--- src/rtl/smsc_pkg.sv ---
package smsc_pkg;

    localparam int FRAC_BITS_DEF = 16;

    // field and register widths
    localparam int SIGMA_W    = 32;
    localparam int MODE_W     = 2;
    localparam int MS_W       = 31;
    localparam int MASS_W     = 31;
    localparam int TS_W       = 17;
    localparam int CFG_IDX_W  = 2;
    localparam int CFG_DATA_W = 32;

    localparam logic [CFG_IDX_W-1:0] REG_MODE      = 2'd0;
    localparam logic [CFG_IDX_W-1:0] REG_MAX_SPEED = 2'd1;
    localparam logic [CFG_IDX_W-1:0] REG_MASS      = 2'd2;
    localparam logic [CFG_IDX_W-1:0] REG_TS        = 2'd3;

    localparam logic [MODE_W-1:0] MODE_OFF   = 2'd0;
    localparam logic [MODE_W-1:0] MODE_FOSMC = 2'd1;
    localparam logic [MODE_W-1:0] MODE_ST    = 2'd2;
    localparam logic [MODE_W-1:0] MODE_STLIN = 2'd3;

    localparam logic [MS_W-1:0]   MS_RST   = 31'd65536;
    localparam logic [MASS_W-1:0] MASS_RST = 31'd65536;
    localparam logic [TS_W-1:0]   TS_RST   = 17'd655;

    // shift-add multiplier: multiplier operand width and step counter width
    localparam int MUL_BW = 31;
    localparam int MUL_LW = $clog2(MUL_BW + 1);

    // linear gain of the integrator rate, doubled: 2 * 118.5
    localparam int             K237_W = 8;
    localparam logic [K237_W-1:0] K237 = 8'd237;
    localparam int             DM_W   = 40;

    // dividend of the rounded 0.4 * Ts step: 4 * Ts + 5
    localparam int DIV_W = TS_W + 3;

    typedef struct packed {
        logic              start;
        logic [MUL_LW-1:0] len;
    } mul_cmd_t;

endpackage

--- src/rtl/smsc_isqrt.sv ---
module smsc_isqrt #(
    parameter int FRAC_BITS = smsc_pkg::FRAC_BITS_DEF
) (
    input  logic                                       clk,
    input  logic                                       rst_n,
    input  logic                                       start,
    input  logic [smsc_pkg::SIGMA_W-1:0]               mag,
    output logic                                       busy,
    output logic [(smsc_pkg::SIGMA_W+FRAC_BITS+1)/2-1:0] root
);

    localparam int VW  = smsc_pkg::SIGMA_W + FRAC_BITS;
    localparam int SQW = (VW + 1) / 2;
    localparam int CW  = $clog2(SQW);

    logic [2*SQW-1:0] v_reg, v_next;
    logic [SQW+1:0]   rem_reg, rem_next;
    logic [SQW-1:0]   root_reg, root_next;
    logic [CW-1:0]    cnt_reg, cnt_next;
    logic             busy_reg, busy_next;

    logic [SQW+1:0] r;
    logic [SQW+1:0] trial;
    logic           ge;

    // one result bit per cycle, two radicand bits enter per cycle
    assign r     = {rem_reg[SQW-1:0], v_reg[2*SQW-1 -: 2]};
    assign trial = {root_reg, 2'b01};
    assign ge    = (r >= trial);

    always_comb
    begin
        v_next    = v_reg;
        rem_next  = rem_reg;
        root_next = root_reg;
        cnt_next  = cnt_reg;
        busy_next = busy_reg;
        if (start)
        begin
            v_next    = (2*SQW)'({mag, {FRAC_BITS{1'b0}}});
            rem_next  = '0;
            root_next = '0;
            cnt_next  = CW'(SQW - 1);
            busy_next = 1'b1;
        end
        else if (busy_reg)
        begin
            rem_next  = ge ? (r - trial) : r;
            root_next = {root_reg[SQW-2:0], ge};
            v_next    = {v_reg[2*SQW-3:0], 2'b00};
            if (cnt_reg == '0)
                busy_next = 1'b0;
            else
                cnt_next = cnt_reg - 1'b1;
        end
    end

    always_ff @(posedge clk or negedge rst_n)
    begin
        if (!rst_n)
        begin
            busy_reg <= 1'b0;
            cnt_reg  <= '0;
        end
        else
        begin
            busy_reg <= busy_next;
            cnt_reg  <= cnt_next;
        end
    end

    always_ff @(posedge clk)
    begin
        v_reg    <= v_next;
        rem_reg  <= rem_next;
        root_reg <= root_next;
    end

    assign busy = busy_reg;
    assign root = root_reg;

endmodule

--- src/rtl/smsc_div10.sv ---
module smsc_div10 (
    input  logic                         clk,
    input  logic                         rst_n,
    input  logic                         start,
    input  logic [smsc_pkg::DIV_W-1:0]   dividend,
    output logic                         busy,
    output logic [smsc_pkg::DIV_W-1:0]   quotient
);

    localparam int          DW      = smsc_pkg::DIV_W;
    localparam int          CW      = $clog2(DW);
    localparam logic [4:0]  DIVISOR = 5'd10;

    // dividend bits leave at the top while quotient bits enter at the bottom
    logic [DW-1:0] dq_reg, dq_next;
    logic [3:0]    rem_reg, rem_next;
    logic [CW-1:0] cnt_reg, cnt_next;
    logic          busy_reg, busy_next;

    logic [4:0] r;
    logic [4:0] r_sub;
    logic       ge;

    assign r     = {rem_reg, dq_reg[DW-1]};
    assign ge    = (r >= DIVISOR);
    assign r_sub = r - DIVISOR;

    always_comb
    begin
        dq_next   = dq_reg;
        rem_next  = rem_reg;
        cnt_next  = cnt_reg;
        busy_next = busy_reg;
        if (start)
        begin
            dq_next   = dividend;
            rem_next  = '0;
            cnt_next  = CW'(DW - 1);
            busy_next = 1'b1;
        end
        else if (busy_reg)
        begin
            rem_next = ge ? r_sub[3:0] : r[3:0];
            dq_next  = {dq_reg[DW-2:0], ge};
            if (cnt_reg == '0)
                busy_next = 1'b0;
            else
                cnt_next = cnt_reg - 1'b1;
        end
    end

    always_ff @(posedge clk or negedge rst_n)
    begin
        if (!rst_n)
        begin
            busy_reg <= 1'b0;
            cnt_reg  <= '0;
        end
        else
        begin
            busy_reg <= busy_next;
            cnt_reg  <= cnt_next;
        end
    end

    always_ff @(posedge clk)
    begin
        dq_reg  <= dq_next;
        rem_reg <= rem_next;
    end

    assign busy     = busy_reg;
    assign quotient = dq_reg;

endmodule

--- src/rtl/smsc_mul.sv ---
module smsc_mul #(
    parameter int AW = 46
) (
    input  logic                               clk,
    input  logic                               rst_n,
    input  smsc_pkg::mul_cmd_t                 cmd,
    input  logic [AW-1:0]                      a,
    input  logic [smsc_pkg::MUL_BW-1:0]        b,
    output logic                               busy,
    output logic [AW+smsc_pkg::MUL_BW-1:0]     prod
);

    localparam int BW = smsc_pkg::MUL_BW;
    localparam int LW = smsc_pkg::MUL_LW;

    // after len steps with b below 2^len, {hi, lo} holds a*b << (BW - len)
    logic [AW-1:0] a_reg, a_next;
    logic [AW-1:0] hi_reg, hi_next;
    logic [BW-1:0] lo_reg, lo_next;
    logic [LW-1:0] cnt_reg, cnt_next;
    logic          busy_reg, busy_next;

    logic [AW:0] sum;

    assign sum = {1'b0, hi_reg} + (lo_reg[0] ? {1'b0, a_reg} : {(AW+1){1'b0}});

    always_comb
    begin
        a_next    = a_reg;
        hi_next   = hi_reg;
        lo_next   = lo_reg;
        cnt_next  = cnt_reg;
        busy_next = busy_reg;
        if (cmd.start)
        begin
            a_next    = a;
            hi_next   = '0;
            lo_next   = b;
            cnt_next  = cmd.len - 1'b1;
            busy_next = 1'b1;
        end
        else if (busy_reg)
        begin
            hi_next = sum[AW:1];
            lo_next = {sum[0], lo_reg[BW-1:1]};
            if (cnt_reg == '0)
                busy_next = 1'b0;
            else
                cnt_next = cnt_reg - 1'b1;
        end
    end

    always_ff @(posedge clk or negedge rst_n)
    begin
        if (!rst_n)
        begin
            busy_reg <= 1'b0;
            cnt_reg  <= '0;
        end
        else
        begin
            busy_reg <= busy_next;
            cnt_reg  <= cnt_next;
        end
    end

    always_ff @(posedge clk)
    begin
        a_reg  <= a_next;
        hi_reg <= hi_next;
        lo_reg <= lo_next;
    end

    assign busy = busy_reg;
    assign prod = {hi_reg, lo_reg};

endmodule

--- src/rtl/sliding_mode_speed_controller_top.sv ---
// Sliding-mode speed controller.
// Input channel in_valid/in_ready carries one sliding-surface sample, sigma,
// signed fixed point with FRAC_BITS fraction bits. Output channel
// out_valid/out_ready returns one saturated drive value per sample.
// Configuration channel cfg_valid/cfg_ready with cfg_index/cfg_data writes
// mode, max_speed, mass, sample_period; cfg_ready is always high and
// writes belong to idle periods.
// Items are handled one at a time. Off, first-order and deadband samples go
// straight to the result register. Super-twisting samples (mode 2, or mode 3
// outside the deadband) first run the bit-serial square root, its SQW steps
// set by SQW = (33 + FRAC_BITS)/2. They then use the shift-add multiplier,
// one multiplier bit per cycle: 31 steps for max_speed, 8 for the linear gain,
// 17 for Ts, 31 for the mass. The next sample can be taken in the cycle after
// a result enters the output register.
// A result waits in the output register while out_ready is low; the next sample
// is then accepted and computed, and holds until the output register frees.
// Reset clears the integrator and loads the register defaults: mode off,
// max_speed and mass 1.0 at Q16.16, sample_period 655 raw.
module sliding_mode_speed_controller_top #(
    parameter int FRAC_BITS = smsc_pkg::FRAC_BITS_DEF
) (
    input  logic                                  clk,
    input  logic                                  rst_n,
    input  logic                                  in_valid,
    output logic                                  in_ready,
    input  logic signed [smsc_pkg::SIGMA_W-1:0]   sigma,
    output logic                                  out_valid,
    input  logic                                  out_ready,
    output logic signed [smsc_pkg::SIGMA_W-1:0]   drive,
    input  logic                                  cfg_valid,
    output logic                                  cfg_ready,
    input  logic [smsc_pkg::CFG_IDX_W-1:0]        cfg_index,
    input  logic [smsc_pkg::CFG_DATA_W-1:0]       cfg_data
);

    localparam int SW   = smsc_pkg::SIGMA_W;
    localparam int VW   = SW + FRAC_BITS;
    localparam int SQW  = (VW + 1) / 2;
    localparam int T3W  = SQW + 2;
    localparam int BW   = smsc_pkg::MUL_BW;
    localparam int PW   = T3W + BW - (FRAC_BITS + 1);
    localparam int UW   = (PW > 33) ? PW : 33;
    localparam int SUMW = UW + 2;
    localparam int DMW  = smsc_pkg::DM_W;
    localparam int IMW  = DMW + smsc_pkg::TS_W - (FRAC_BITS + 1);
    localparam int DW   = (IMW > smsc_pkg::TS_W) ? IMW : smsc_pkg::TS_W;
    localparam int ACCW = ((DW > SW) ? DW : SW) + 2;
    localparam int AW   = (DMW > UW + 1) ? DMW : UW + 1;
    localparam int PRW  = AW + BW;
    localparam int QW   = PRW - FRAC_BITS;

    localparam logic [SW-1:0]  BAND   = SW'(((64'd1 << FRAC_BITS) + 64'd100) / 64'd200);
    localparam logic [DMW-1:0] DM_OFS = DMW'(64'd75 << (FRAC_BITS - 2));
    localparam longint LIM3_L = ((64'sd200 << FRAC_BITS) > 64'sd2147483647) ?
                                64'sd2147483647 : (64'sd200 << FRAC_BITS);
    localparam logic signed [ACCW-1:0] LIM2  = ACCW'(64'sd1 << FRAC_BITS);
    localparam logic signed [ACCW-1:0] NLIM2 = -LIM2;
    localparam logic signed [ACCW-1:0] LIM3  = ACCW'(LIM3_L);
    localparam logic signed [ACCW-1:0] NLIM3 = -LIM3;
    localparam logic [QW-1:0] Q_NEG_MAX = QW'(64'h8000_0000);
    localparam logic [QW-1:0] Q_POS_MAX = QW'(64'h7FFF_FFFF);

    localparam logic [3:0] S_IDLE = 4'd0;
    localparam logic [3:0] S_ROOT = 4'd1;
    localparam logic [3:0] S_M1GO = 4'd2;
    localparam logic [3:0] S_M1W  = 4'd3;
    localparam logic [3:0] S_LIN  = 4'd4;
    localparam logic [3:0] S_M2GO = 4'd5;
    localparam logic [3:0] S_M2W  = 4'd6;
    localparam logic [3:0] S_INT  = 4'd7;
    localparam logic [3:0] S_SUM  = 4'd8;
    localparam logic [3:0] S_M3GO = 4'd9;
    localparam logic [3:0] S_M3W  = 4'd10;
    localparam logic [3:0] S_OUT  = 4'd11;
    localparam logic [3:0] S_DONE = 4'd12;

    // configuration
    logic [smsc_pkg::MODE_W-1:0] mode_reg, mode_next;
    logic [smsc_pkg::MS_W-1:0]   ms_reg, ms_next;
    logic [smsc_pkg::MASS_W-1:0] mass_reg, mass_next;
    logic [smsc_pkg::TS_W-1:0]   ts_reg, ts_next;

    // control
    logic [3:0]              state_reg, state_next;
    logic                    out_valid_reg, out_valid_next;
    logic signed [SW-1:0]    integ_reg, integ_next;

    // datapath
    logic [SW-1:0]           mag_reg, mag_next;
    logic                    neg_reg, neg_next;
    logic                    zero_reg, zero_next;
    logic [T3W-1:0]          t3_reg, t3_next;
    logic [UW-1:0]           u1m_reg, u1m_next;
    logic [DMW-1:0]          dm_reg, dm_next;
    logic [DW-1:0]           delta_reg, delta_next;
    logic signed [SUMW-1:0]  sum_reg, sum_next;
    logic signed [SW-1:0]    res_reg, res_next;
    logic signed [SW-1:0]    drive_reg, drive_next;

    // units
    logic                        root_start;
    logic                        root_busy;
    logic [SQW-1:0]              root;
    logic                        div_busy;
    logic [smsc_pkg::DIV_W-1:0]  div_q;
    logic [smsc_pkg::DIV_W-1:0]  div_dividend;
    smsc_pkg::mul_cmd_t          mul_cmd;
    logic [AW-1:0]               mul_a;
    logic [BW-1:0]               mul_b;
    logic                        mul_busy;
    logic [PRW-1:0]              mul_prod;

    // combinational helpers
    logic                        accept;
    logic                        load;
    logic [SW-1:0]               mag_in;
    logic signed [ACCW-1:0]      delta_ext;
    logic signed [ACCW-1:0]      acc;
    logic signed [ACCW-1:0]      lim;
    logic signed [ACCW-1:0]      nlim;
    logic signed [ACCW-1:0]      acc_clamped;
    logic signed [SUMW-1:0]      u1_ext;
    logic signed [SUMW-1:0]      sum_calc;
    logic [SUMW-1:0]             sum_abs;
    logic [QW-1:0]               q;
    logic [SW-1:0]               q_sat;
    logic signed [SW-1:0]        res_sat;

    assign in_ready  = (state_reg == S_IDLE);
    assign accept    = in_valid && in_ready;
    assign cfg_ready = 1'b1;
    assign out_valid = out_valid_reg;
    assign drive     = drive_reg;

    assign mag_in = sigma[SW-1] ? SW'(-sigma) : SW'(sigma);

    assign div_dividend = smsc_pkg::DIV_W'({ts_reg, 2'b00}) + smsc_pkg::DIV_W'(5);

    // integrator update, step sign follows sigma
    assign delta_ext   = {{(ACCW-DW){1'b0}}, delta_reg};
    assign acc         = ACCW'(integ_reg) + (neg_reg ? -delta_ext : delta_ext);
    assign lim         = (mode_reg == smsc_pkg::MODE_ST) ? LIM2 : LIM3;
    assign nlim        = (mode_reg == smsc_pkg::MODE_ST) ? NLIM2 : NLIM3;
    assign acc_clamped = (acc > lim) ? lim : ((acc < nlim) ? nlim : acc);

    assign u1_ext   = {{(SUMW-UW){1'b0}}, u1m_reg};
    assign sum_calc = (neg_reg ? -u1_ext : u1_ext) + SUMW'(integ_reg);
    assign sum_abs  = sum_reg[SUMW-1] ? SUMW'(-sum_reg) : SUMW'(sum_reg);

    // output scaling: truncated magnitude, then saturate to 32 bits
    assign q = mul_prod[PRW-1:FRAC_BITS];
    always_comb
    begin
        if (sum_reg[SUMW-1])
        begin
            q_sat   = (q > Q_NEG_MAX) ? SW'(Q_NEG_MAX) : q[SW-1:0];
            res_sat = SW'(32'd0 - q_sat);
        end
        else
        begin
            q_sat   = (q > Q_POS_MAX) ? SW'(Q_POS_MAX) : q[SW-1:0];
            res_sat = q_sat;
        end
    end

    always_comb
    begin
        mode_next  = mode_reg;
        ms_next    = ms_reg;
        mass_next  = mass_reg;
        ts_next    = ts_reg;
        if (cfg_valid)
        begin
            case (cfg_index)
                smsc_pkg::REG_MODE:      mode_next = cfg_data[smsc_pkg::MODE_W-1:0];
                smsc_pkg::REG_MAX_SPEED: ms_next   = cfg_data[smsc_pkg::MS_W-1:0];
                smsc_pkg::REG_MASS:      mass_next = cfg_data[smsc_pkg::MASS_W-1:0];
                smsc_pkg::REG_TS:        ts_next   = cfg_data[smsc_pkg::TS_W-1:0];
                default:                 mode_next = mode_reg;
            endcase
        end
    end

    always_comb
    begin
        state_next = state_reg;
        integ_next = integ_reg;
        mag_next   = mag_reg;
        neg_next   = neg_reg;
        zero_next  = zero_reg;
        t3_next    = t3_reg;
        u1m_next   = u1m_reg;
        dm_next    = dm_reg;
        delta_next = delta_reg;
        sum_next   = sum_reg;
        res_next   = res_reg;
        drive_next = drive_reg;
        load       = 1'b0;
        root_start = 1'b0;
        mul_cmd    = '0;
        mul_a      = '0;
        mul_b      = '0;

        case (state_reg)
            S_IDLE:
            begin
                if (accept)
                begin
                    mag_next  = mag_in;
                    neg_next  = sigma[SW-1];
                    zero_next = (sigma == '0);
                    case (mode_reg)
                        smsc_pkg::MODE_OFF:
                        begin
                            res_next   = '0;
                            state_next = S_DONE;
                        end
                        smsc_pkg::MODE_FOSMC:
                        begin
                            res_next   = sigma[SW-1] ? '0 : sigma;
                            state_next = S_DONE;
                        end
                        smsc_pkg::MODE_ST:
                        begin
                            root_start = 1'b1;
                            state_next = S_ROOT;
                        end
                        smsc_pkg::MODE_STLIN:
                        begin
                            // a sample on the deadband bound is inside it
                            if (mag_in > BAND)
                            begin
                                root_start = 1'b1;
                                state_next = S_ROOT;
                            end
                            else
                            begin
                                res_next   = '0;
                                state_next = S_DONE;
                            end
                        end
                        default:
                        begin
                            res_next   = '0;
                            state_next = S_DONE;
                        end
                    endcase
                end
            end
            S_ROOT:
            begin
                if (!root_busy && !div_busy)
                begin
                    t3_next    = T3W'({root, 1'b0}) + T3W'(root);
                    delta_next = zero_reg ? '0 : DW'(div_q);
                    state_next = S_M1GO;
                end
            end
            S_M1GO:
            begin
                mul_cmd.start = 1'b1;
                if (mode_reg == smsc_pkg::MODE_ST)
                begin
                    mul_a       = AW'(t3_reg);
                    mul_b       = BW'(ms_reg);
                    mul_cmd.len = smsc_pkg::MUL_LW'(smsc_pkg::MS_W);
                end
                else
                begin
                    mul_a       = AW'(mag_reg);
                    mul_b       = BW'(smsc_pkg::K237);
                    mul_cmd.len = smsc_pkg::MUL_LW'(smsc_pkg::K237_W);
                end
                state_next = S_M1W;
            end
            S_M1W:
            begin
                if (!mul_busy)
                begin
                    if (mode_reg == smsc_pkg::MODE_ST)
                    begin
                        u1m_next   = UW'(mul_prod[FRAC_BITS+1 +: PW]);
                        state_next = S_INT;
                    end
                    else
                    begin
                        state_next = S_LIN;
                    end
                end
            end
            S_LIN:
            begin
                dm_next    = mul_prod[BW-smsc_pkg::K237_W +: DMW] + DM_OFS;
                u1m_next   = UW'(t3_reg) + UW'(mag_reg);
                state_next = S_M2GO;
            end
            S_M2GO:
            begin
                mul_cmd.start = 1'b1;
                mul_cmd.len   = smsc_pkg::MUL_LW'(smsc_pkg::TS_W);
                mul_a         = AW'(dm_reg);
                mul_b         = BW'(ts_reg);
                state_next    = S_M2W;
            end
            S_M2W:
            begin
                if (!mul_busy)
                begin
                    delta_next = DW'(mul_prod[BW-smsc_pkg::TS_W+FRAC_BITS+1 +: IMW]);
                    state_next = S_INT;
                end
            end
            S_INT:
            begin
                integ_next = SW'(acc_clamped);
                state_next = S_SUM;
            end
            S_SUM:
            begin
                sum_next   = sum_calc;
                state_next = S_M3GO;
            end
            S_M3GO:
            begin
                mul_cmd.start = 1'b1;
                mul_cmd.len   = smsc_pkg::MUL_LW'(smsc_pkg::MASS_W);
                mul_a         = AW'(sum_abs);
                mul_b         = BW'(mass_reg);
                state_next    = S_M3W;
            end
            S_M3W:
            begin
                if (!mul_busy)
                    state_next = S_OUT;
            end
            S_OUT:
            begin
                res_next   = res_sat;
                state_next = S_DONE;
            end
            S_DONE:
            begin
                if (!out_valid_reg || out_ready)
                begin
                    drive_next = res_reg;
                    load       = 1'b1;
                    state_next = S_IDLE;
                end
            end
            default:
            begin
                state_next = S_IDLE;
            end
        endcase

        out_valid_next = load || (out_valid_reg && !out_ready);
    end

    always_ff @(posedge clk or negedge rst_n)
    begin
        if (!rst_n)
        begin
            state_reg     <= S_IDLE;
            out_valid_reg <= 1'b0;
            integ_reg     <= '0;
            mode_reg      <= smsc_pkg::MODE_OFF;
            ms_reg        <= smsc_pkg::MS_RST;
            mass_reg      <= smsc_pkg::MASS_RST;
            ts_reg        <= smsc_pkg::TS_RST;
        end
        else
        begin
            state_reg     <= state_next;
            out_valid_reg <= out_valid_next;
            integ_reg     <= integ_next;
            mode_reg      <= mode_next;
            ms_reg        <= ms_next;
            mass_reg      <= mass_next;
            ts_reg        <= ts_next;
        end
    end

    always_ff @(posedge clk)
    begin
        mag_reg   <= mag_next;
        neg_reg   <= neg_next;
        zero_reg  <= zero_next;
        t3_reg    <= t3_next;
        u1m_reg   <= u1m_next;
        dm_reg    <= dm_next;
        delta_reg <= delta_next;
        sum_reg   <= sum_next;
        res_reg   <= res_next;
        drive_reg <= drive_next;
    end

    smsc_isqrt #(
        .FRAC_BITS (FRAC_BITS)
    ) u_isqrt (
        .clk   (clk),
        .rst_n (rst_n),
        .start (root_start),
        .mag   (mag_in),
        .busy  (root_busy),
        .root  (root)
    );

    smsc_div10 u_div10 (
        .clk      (clk),
        .rst_n    (rst_n),
        .start    (root_start),
        .dividend (div_dividend),
        .busy     (div_busy),
        .quotient (div_q)
    );

    smsc_mul #(
        .AW (AW)
    ) u_mul (
        .clk   (clk),
        .rst_n (rst_n),
        .cmd   (mul_cmd),
        .a     (mul_a),
        .b     (mul_b),
        .busy  (mul_busy),
        .prod  (mul_prod)
    );

endmodule
--- config.mk ---
export PLATFORM = sky130hd
export DESIGN_NAME = sliding_mode_speed_controller_top
export DESIGN_NICKNAME = d
export VERILOG_FILES = /design/src/rtl/smsc_pkg.sv /design/src/rtl/smsc_isqrt.sv /design/src/rtl/smsc_div10.sv /design/src/rtl/smsc_mul.sv /design/src/rtl/sliding_mode_speed_controller_top.sv
export SDC_FILE = /design/constraint.sdc
export NUM_CORES = 2
export LEC_CHECK = 0
export BUFFER_PORTS_ARGS = -buffer_cell sky130_fd_sc_hd__buf_4
export CAP_MARGIN = 20
export CORE_ASPECT_RATIO = 1.4
export CORE_UTILIZATION = 45
export CTS_CLUSTER_DIAMETER = 120
export DETAILED_ROUTE_END_ITERATION = 7
export PLACE_DENSITY = 0.68
export SLEW_MARGIN = 25
export SYNTH_ARGS = -nofsm -noshare
export SYNTH_HDL_FRONTEND = slang
export SYNTH_HIERARCHICAL = 1
export SYNTH_SLANG_ARGS = --single-unit
--- constraint.sdc ---
create_clock -name clk -period 8.6 [get_ports clk]
set_clock_uncertainty 0.2 [all_clocks]
set_input_delay 1.72 -clock clk [delete_from_list [all_inputs] [get_ports clk]]
set_output_delay 1.72 -clock clk [all_outputs]
set_load 0.05 [all_outputs]
==> results.yml <==
outcome:
  status: "finished clean"
grt:
  antenna_found_initial: 1
  grt_pass1_vias: 31833
  grt_start_max_net_pins: 85
  grt_usage_pct: 25.3
  grt_pass1_wl_um: 183000
  overflow: 0
route:
  vias: 32596
  wl_um: 119000
  avgViaCountPerCell: 5.94
  ant_nets: 0
  wl_per_cell_um: 21.7
  drt-initial-drc-count: 2395
  dr.pass1.iters: 8
  drcViolationCount: 0
final_layout:
  fillers: 8263
  area_growth_syn_to_layout_pct: 10.5
  largest_register_ffs: 42
  layout-drive-gt1-share_pct: 12.8
  layout.nets: 4539
setup_path:
  crit_type: "register to register"
  max_stage_delay_ns: 0.62
  crit_path_end_kind: "register"
  crit_slowest_cell: "or4_1"
  cpMostUsedCell: "a21oi_1"
  required_ns: 8.93
  critPathMaxFanout: 12
  arrival_ns: 8.42
  r2r_slack_ns: 0.51
  crit_path_start_kind: "register"
timing:
  tightest_slew_ns: 1.13
  slew_violations: 0
  rsz0062_at_grt: "false"
  worst_hold_slack_ns: 0.213
  slew_headroom_pct: 24.4
  fmax_mhz: 124
  setup_tns_ns: 0
  fin_crit_ns: 8.09
  finalHoldViolCount: 0
  setup_viol: 0
  period_share_pct: 94.1
placement:
  io_buffers: 103
  dp.final_hpwl_um: 90300
  gp_congestion: 0.957
die:
  core_um2: 91000
  start_util_pct: 45.4
  rows: 131
  ios: 106
  die_y_um: 360
  die_w_um: 258
  die-area_um2: 92900
logic_synthesis:
  yosysMostFrequentCell: "edfxtp_1"
  synth_area_leaders: "edfxtp_1 30%, dfrtp_1 7.8%, ha_1 6.9%, xnor2_1 5.0%, dfxtp_1 4.5%"
  synthDistinctLibCells: 114
  synth_cells: 4184
  async_flop_share_pct: 21.3
  ys_warn_count: 6
  syn-cell-area_um2: 41300
  yosysTopAreaCell: "edfxtp_1"
  synth_edf_count: 410
  netlist.area_leader.share_pct: 29.8
  synth_ff_type: "edfxtp_1"
  syn_area_per_cell_um2: 9.86
  ys_seq_area_share_pct: 42.6
  ys_seq_elements: 639
  synth_common_cells: "410 x edfxtp_1, 395 x nand2_1, 304 x o21ai_0"
flow_run:
  drv_cap: 0
pwr:
  irDropWorstVdd_mv: 0.319
  leakagePower_nw: 18.1
  power.density_nw_per_um2: 377
cts:
  cts_sinks: 639
  cts_made_buffers: 69
  cts-root-buf: "clkbuf_16"
  cts.clk_slew.worst_paths_ns: 0.07
  clkLatencyLatePin_ns: 0.63
  h-tree-depth: 3
  cts_buffer_depth: 3
  cts_tree: "done"
worst_hold_path:
  hp-class: "register to register"
## worst max-delay path: cells and delay by family (launching register included)
family | cells | cell delay, ns
flops | 1 | 0.46
compound gates | 11 | 2.63
xor+xnor | 2 | 0.37
simple gates | 13 | 3.71
fa+ha+maj | 2 | 0.62
## kinds of logic after synthesis
| group | Yosys count | synth area share, % |
|---|---|---|
| mux | 238 | 6.28 |
| compound gates | 1145 | 18.2 |
| buf+inv | 334 | 3.25 |
| simple gates | 1236 | 14.9 |
| xor+xnor | 357 | 7.58 |
| flops | 639 | 42.6 |
| other cells | 2 | 0.0182 |
| fa+ha+maj | 233 | 7.16 |
## final cells by class
cell class | count | area [um2] | area share (%)
multi-input combinational | 3212 | 22400 | 49.1
sequential | 639 | 17600 | 38.6
clock buffer | 91 | 1940 | 4.26
tap | 1197 | 1500 | 3.29
timing repair buffer | 165 | 1250 | 2.75
inverter | 148 | 556 | 1.22
clock inverter | 35 | 344 | 0.755
antenna | 1 | 2.50 | 0.00549
## timing repair
item                                    in CTS  in global routing
hold buffers                                 0                  0
resized for setup                            0                  2
endpoints found under the setup margin       0                 24
buffers inserted                             0                  0
## per-layer routing
metal  vias up  wire, um  track usage [%]
met1     15847     44900             27.8
met3       297      4600             2.89
li1      15568         -                -
met4         2      8300             16.2
met5         -        14                0
met2       882     61400             45.9
## path summary, 6_finish.rpt
path	startpoint	endpoint	depth (start not counted)
worst max-delay path	delta_reg[2]$_DFFE_PP_	integ_reg[9]$_DFFE_PN0P_	28
worst min-delay path	res_reg[31]$_SDFFCE_PN0P_	drive[31]$_DFFE_PP_	0
worst max register to register	delta_reg[2]$_DFFE_PP_	integ_reg[9]$_DFFE_PN0P_	28
worst min register to register	res_reg[31]$_SDFFCE_PN0P_	drive[31]$_DFFE_PP_	0
max in group asynchronous	rst_n	integ_reg[24]$_DFFE_PN0P_	2
min in group asynchronous	rst_n	ms_reg[20]$_DFFE_PN0P_	1
## cell usage in the layout (no fill, tap or decap), types with 12 or more instances in the layout
master / netlist / routed
a211o_1: 12 / 12
ha_1: 228 / 228
or2_2: 25 / 23
mux2i_1: 73 / 73
nand3_1: 78 / 78
inv_1: 147 / 146
dfrtp_1: 128 / 127
nand4_1: 41 / 41
dfxtp_1: 93 / 93
nor2b_1: 31 / 30
nand2_1: 395 / 394
and2_1: 59 / 59
nand2b_1: 84 / 84
o31ai_1: 54 / 54
o41ai_1: 29 / 29
a211oi_1: 42 / 40
and3_1: 47 / 47
o21a_1: 38 / 38
mux2_2: 164 / 164
clkbuf_16: 0 / 71
a22o_1: 42 / 42
a21boi_0: 13 / 12
nor3_1: 65 / 63
edfxtp_1: 410 / 410
o22ai_1: 17 / 17
or4_1: 26 / 26
buf_4: 6 / 163
nor2_1: 247 / 241
xnor2_1: 237 / 237
o211ai_1: 18 / 18
o21bai_1: 32 / 32
a21oi_1: 297 / 297
nor4_1: 34 / 34
o21ai_0: 304 / 303
or3_1: 46 / 46
a31oi_1: 20 / 20
xor2_1: 120 / 120
a21o_1: 79 / 79
## stage by stage
step	setup slack (ns)	util [%]	power (mW)	instance area, um2	instances
after floorplan	1.43	-	11.7	41300	4185
after CTS	0.342	50.1	17.1	45600	5487
final	0.508	50.1	17.2	45600	5488
after global routing	0.0245	50.1	18.3	45600	5487
after detailed placement	0.409	47.6	14.1	43300	5361
after global placement	0.551	47.6	13.9	43300	5361
## where the power goes
part           internal, mW  switching [mW]  leakage (nW)
clock                  1.71            1.31          1.12
combinational          3.43            5.19          10.6
sequential             4.60           0.914          6.28
total                  9.74            7.42          18.1
(Power assumes the default switching activity.)
